## config.mk

```make
export PLATFORM = sky130hd
export DESIGN_NAME = medd_ram
export DESIGN_NICKNAME = d
export VERILOG_FILES = /design/src/rtl/core/medd_ram.sv
export SDC_FILE = /design/constraint.sdc
export NUM_CORES = 2
export LEC_CHECK = 0
export BUFFER_PORTS_ARGS = -buffer_cell sky130_fd_sc_hd__buf_2
export CORE_MARGIN = 1
export CORE_UTILIZATION = 50
export CTS_BUF_LIST = sky130_fd_sc_hd__clkbuf_8
export CTS_CLUSTER_SIZE = 25
export DETAILED_ROUTE_END_ITERATION = 10
export PLACE_DENSITY = 0.65
export SLEW_MARGIN = 20
export SYNTH_ARGS = -nofsm -noshare
export SYNTH_HDL_FRONTEND = slang
export SYNTH_SLANG_ARGS = --single-unit
```

## constraint.sdc

```tcl
create_clock -name i_clk -period 3.4 [get_ports i_clk]
set_clock_uncertainty 0.05 [all_clocks]
set_input_delay 0.34 -clock i_clk [delete_from_list [all_inputs] [get_ports i_clk]]
set_output_delay 0.34 -clock i_clk [all_outputs]
set_load 0.01 [all_outputs]
```

## src/rtl/core/medd_ram.sv

```systemverilog
// Generic single-write, single-read RAM with registered read data.
`timescale 1ns / 1ps

module medd_ram #(
    parameter int WIDTH = 8,
    parameter int DEPTH = 256
) (
    input  logic                     i_clk,
    input  logic                     i_we,
    input  logic [$clog2(DEPTH)-1:0] i_waddr,
    input  logic [WIDTH-1:0]         i_wdata,
    input  logic                     i_re,
    input  logic [$clog2(DEPTH)-1:0] i_raddr,
    output logic [WIDTH-1:0]         o_rdata
);

    logic [WIDTH-1:0] r_mem [DEPTH];
    logic [WIDTH-1:0] r_rdata;

    always_ff @(posedge i_clk) begin
        if (i_we) begin
            r_mem[i_waddr] <= i_wdata;
        end
        // hold read data between reads; same-address write returns old data
        if (i_re) begin
            r_rdata <= r_mem[i_raddr];
        end
    end

    assign o_rdata = r_rdata;

endmodule
```

==> results.toml <==
[synth]
syn_area_mm2 = 0.0796
synth_async_sr_flop_share = 0
netlist_instances = 3733
syn_nets = 3760
ys.flop_type = "edfxtp_1"
syn_avg_cell_area_um2 = 21.3
synth-seq-cells = 2056
synth_seq_area_share = 0.775
synth_warnings = 0
synth_edf_count = 2056
synth_cell_type_count = 54

[floorplan]
core_mm2 = 0.158
die_w_um = 401
die_h_um = 401
ios = 35
num_rows = 146
die-area_mm2 = 0.161
initial_core_util = 0.503

[sta]
setup_viol = 0
hold_viol_final = 0
slew_violations = 0
period_share = 0.858
setup_tns_ns = 0
max_freq_mhz = 343
worst_slew_pin_slew_ns = 1.07
rsz0062_at_grt = "false"
slew_headroom = 0.289
fin_crit_ns = 2.92
timing.hold.ws_ns = 0.295

[pwr]
clockPowerShare = 0.385
power_density_mw_per_mm2 = 547
combPwrFrac = 0.054
p_int_mw = 38.8
swShare = 0.223
p_leak_nw = 29.6
ir_worst_vdd_v = 0.000351
seqPwrFrac = 0.560
p_switching_mw = 11.2
power_mw = 50.0

[global_route]
grt_pass1_wl_um = 286000
grt_util_all_layers = 0.248
overflow = 0
antenna_found_initial = 20
grt_max_degree = 136
grt_pass1_vias = 41200

[placement]
portBuffers = 34
place_congestion = 0.877
dpl.cell_count = 6081
dp_hpwl_um = 125000

[worst_setup_path]
cp.required_ns = 4.04
crit_buf_inv = 1
critPathKind = "flop to flop"
crit_start = "r_mem[211][5]$_DFFE_PP_"
regToRegStartpoint = "r_mem[211][5]$_DFFE_PP_"
arrival_ns = 3.55
critPathTopFamily = "compound AO/OA/AOI/OAI gates"
end_kind = "flop"
cp_max_fo = 1
cpMaxStageDelayCell = "nor3_1"
start_kind = "flop"
cpPeakStageDelay_ns = 0.50
cp_cell_sequence = "mux4_2 -> a22o_1 -> a221oi_1 -> o32ai_1 -> nor3_1 -> buf_4 -> nor4_1"

[layout]
final_nets = 4398
syn_to_final_growth_pct = 14.8
drive_above_1_share = 0.301
instances_no_fill = 6681
utilization = 0.578

[clock_tree]
clock_sinks = 2056
htreeDepth = 5
cts_tree = "yes"
post_cts_resized = 0
clk-insertion-delay-late_ns = 1.03
clk_pin_slew_worst_paths_ns = 0.06
cts_buffer_depth = 4
clockRootBuffer = "clkbuf_8"
cts_buffers = 338

[min_path]
hold_start = "i_re"
timing.hold.worst.class = "primary input to flop"

[route]
finalWirelength_um = 200000
wire_per_inst_um = 29.9
via_per_inst = 6.15
dr.first_iter.drc_count = 4459
antenna_left = 0
drt_pre_antenna_iters = 6
vias = 41100
drc = 0

[outcome]
status = "finished, final reports clean"

[job]
cap_violations = 0
==> stage by stage <==
step                area [µm²]  worst slack, ns
global placement         85200           -0.913
detailed placement       85300           -0.152
global route             91400            0.453
floorplan                79600            0.934
finish                   91400            0.482
CTS                      91300            0.511
==> flip-flops by register name, indices dropped and copies added, names as in the netlist <==
signal and count:
o_rdata 8, r_mem 2048
==> power by group through the flow <==
stage	logic, mW	clock network (mW)	registers, mW
6_report	2.70	19.3	28.0
5_1_grt	2.82	20.6	28.0
4_1_cts	2.70	19.6	28.0
3_5_place_dp	2.67	0	28.5
3_3_place_gp	2.63	0	28.5
2_1_floorplan	1.36	0	28.5
==> metal layers <==
metal	routed length, µm	part of all wire	vias up	track usage
li1	-	-	17000	-
met2	94500	0.47	2046	0.382
met1	81100	0.41	21600	0.354
met5	140	0.00070	-	0
met4	6430	0.032	22	0.0893
met3	17300	0.087	407	0.0497
==> cell type report <==
cell class | count | area (µm²)
Timing Repair Buffer | 531 | 4640
Fill cell | 11600 | 66800
Multi-Input combinational cell | 1442 | 16500
Tap cell | 2072 | 2590
Sequential cell | 2056 | 61700
Clock buffer | 346 | 4760
Inverter | 2 | 7.51
Antenna cell | 3 | 7.51
Clock inverter | 229 | 1110
==> cell families after synthesis <==
family | Yosys count | share of synthesized area
AO/OA/AOI/OAI | 385 | 0.0342
AND/OR/NAND/NOR | 466 | 0.0263
buffers and inverters | 235 | 0.0183
flip-flops | 2056 | 0.775
multiplexers | 591 | 0.146
==> repair_timing <==
item,in CTS,in global routing
setup endpoints to repair,0,0
setup buffers,0,0
hold endpoints to repair,988,0
hold buffers,21,0
==> cells in the final DEF (no fill, tap or decap), drive strengths merged, types with 96 or more instances in the layout <==
| master | Yosys | layout |
|---|---|---|
| edfxtp | 2056 | 2056 |
| buf | 122 | 510 |
| mux4 | 456 | 456 |
| clkbuf | 111 | 346 |
| nor2 | 282 | 282 |
| mux2i | 134 | 134 |
| a22oi | 133 | 133 |
| clkinv | 1 | 113 |
| inv | 1 | 108 |
| a21oi | 96 | 96 |
==> final timing paths <==
kind / end / slack [ns] / depth (start not counted)
max reg2reg: o_rdata[5]$_DFFE_PP_ / 0.48 / 7
max: o_rdata[5]$_DFFE_PP_ / 0.48 / 7
min: o_rdata[1]$_DFFE_PP_ / 0.30 / 2
min reg2reg: o_rdata[4]$_DFFE_PP_ / 1.09 / 5
==> synth_stat cells (2+ instances only) <==
| cell | instances | area (µm²) |
|---|---|---|
| o32ai_1 | 4 | 35.0 |
| buf_1 | 22 | 82.6 |
| mux2i_1 | 134 | 1340 |
| a2111oi_1 | 2 | 20.0 |
| o21ai_0 | 10 | 50.1 |
| nand3_1 | 34 | 170 |
| buf_6 | 21 | 236 |
| o22ai_1 | 28 | 175 |
| clkbuf_1 | 111 | 417 |
| nand2b_1 | 8 | 50.1 |
| and2_1 | 6 | 37.5 |
| a31oi_1 | 2 | 12.5 |
| nor4_1 | 24 | 150 |
| o211ai_1 | 10 | 75.1 |
| nand2_1 | 33 | 124 |
| buf_4 | 27 | 203 |
| a22oi_1 | 133 | 998 |
| a211oi_1 | 16 | 120 |
| nor3_1 | 22 | 110 |
| a22o_1 | 8 | 70.1 |
| edfxtp_1 | 2056 | 61700 |
| or2_2 | 4 | 25.0 |
| mux4_2 | 454 | 10200 |
| a21oi_1 | 96 | 480 |
| nand3b_1 | 2 | 15.0 |
| o22a_1 | 5 | 43.8 |
| buf_12 | 8 | 160 |
| a221oi_1 | 13 | 114 |
| o221ai_1 | 46 | 403 |
| a311oi_1 | 2 | 17.5 |
| and3b_1 | 2 | 17.5 |
| nor2b_1 | 31 | 194 |
| buf_8 | 13 | 195 |
| a2111oi_0 | 2 | 17.5 |
| mux4_1 | 2 | 52.6 |
| o21ai_1 | 2 | 10.0 |
| nand4_1 | 10 | 62.6 |
| buf_2 | 31 | 155 |
| nor4_2 | 3 | 37.5 |
| nor2_1 | 282 | 1060 |
==> worst reg2reg max path: stages, from the launching register on <==
cell	delay, ns
edfxtp_1	0.35
mux4_2	0.46
a22o_1	0.27
a221oi_1	0.49
o32ai_1	0.21
nor3_1	0.50
buf_4	0.25
nor4_1	0.06
No activity file was read; power rests on OpenSTA's default activity.
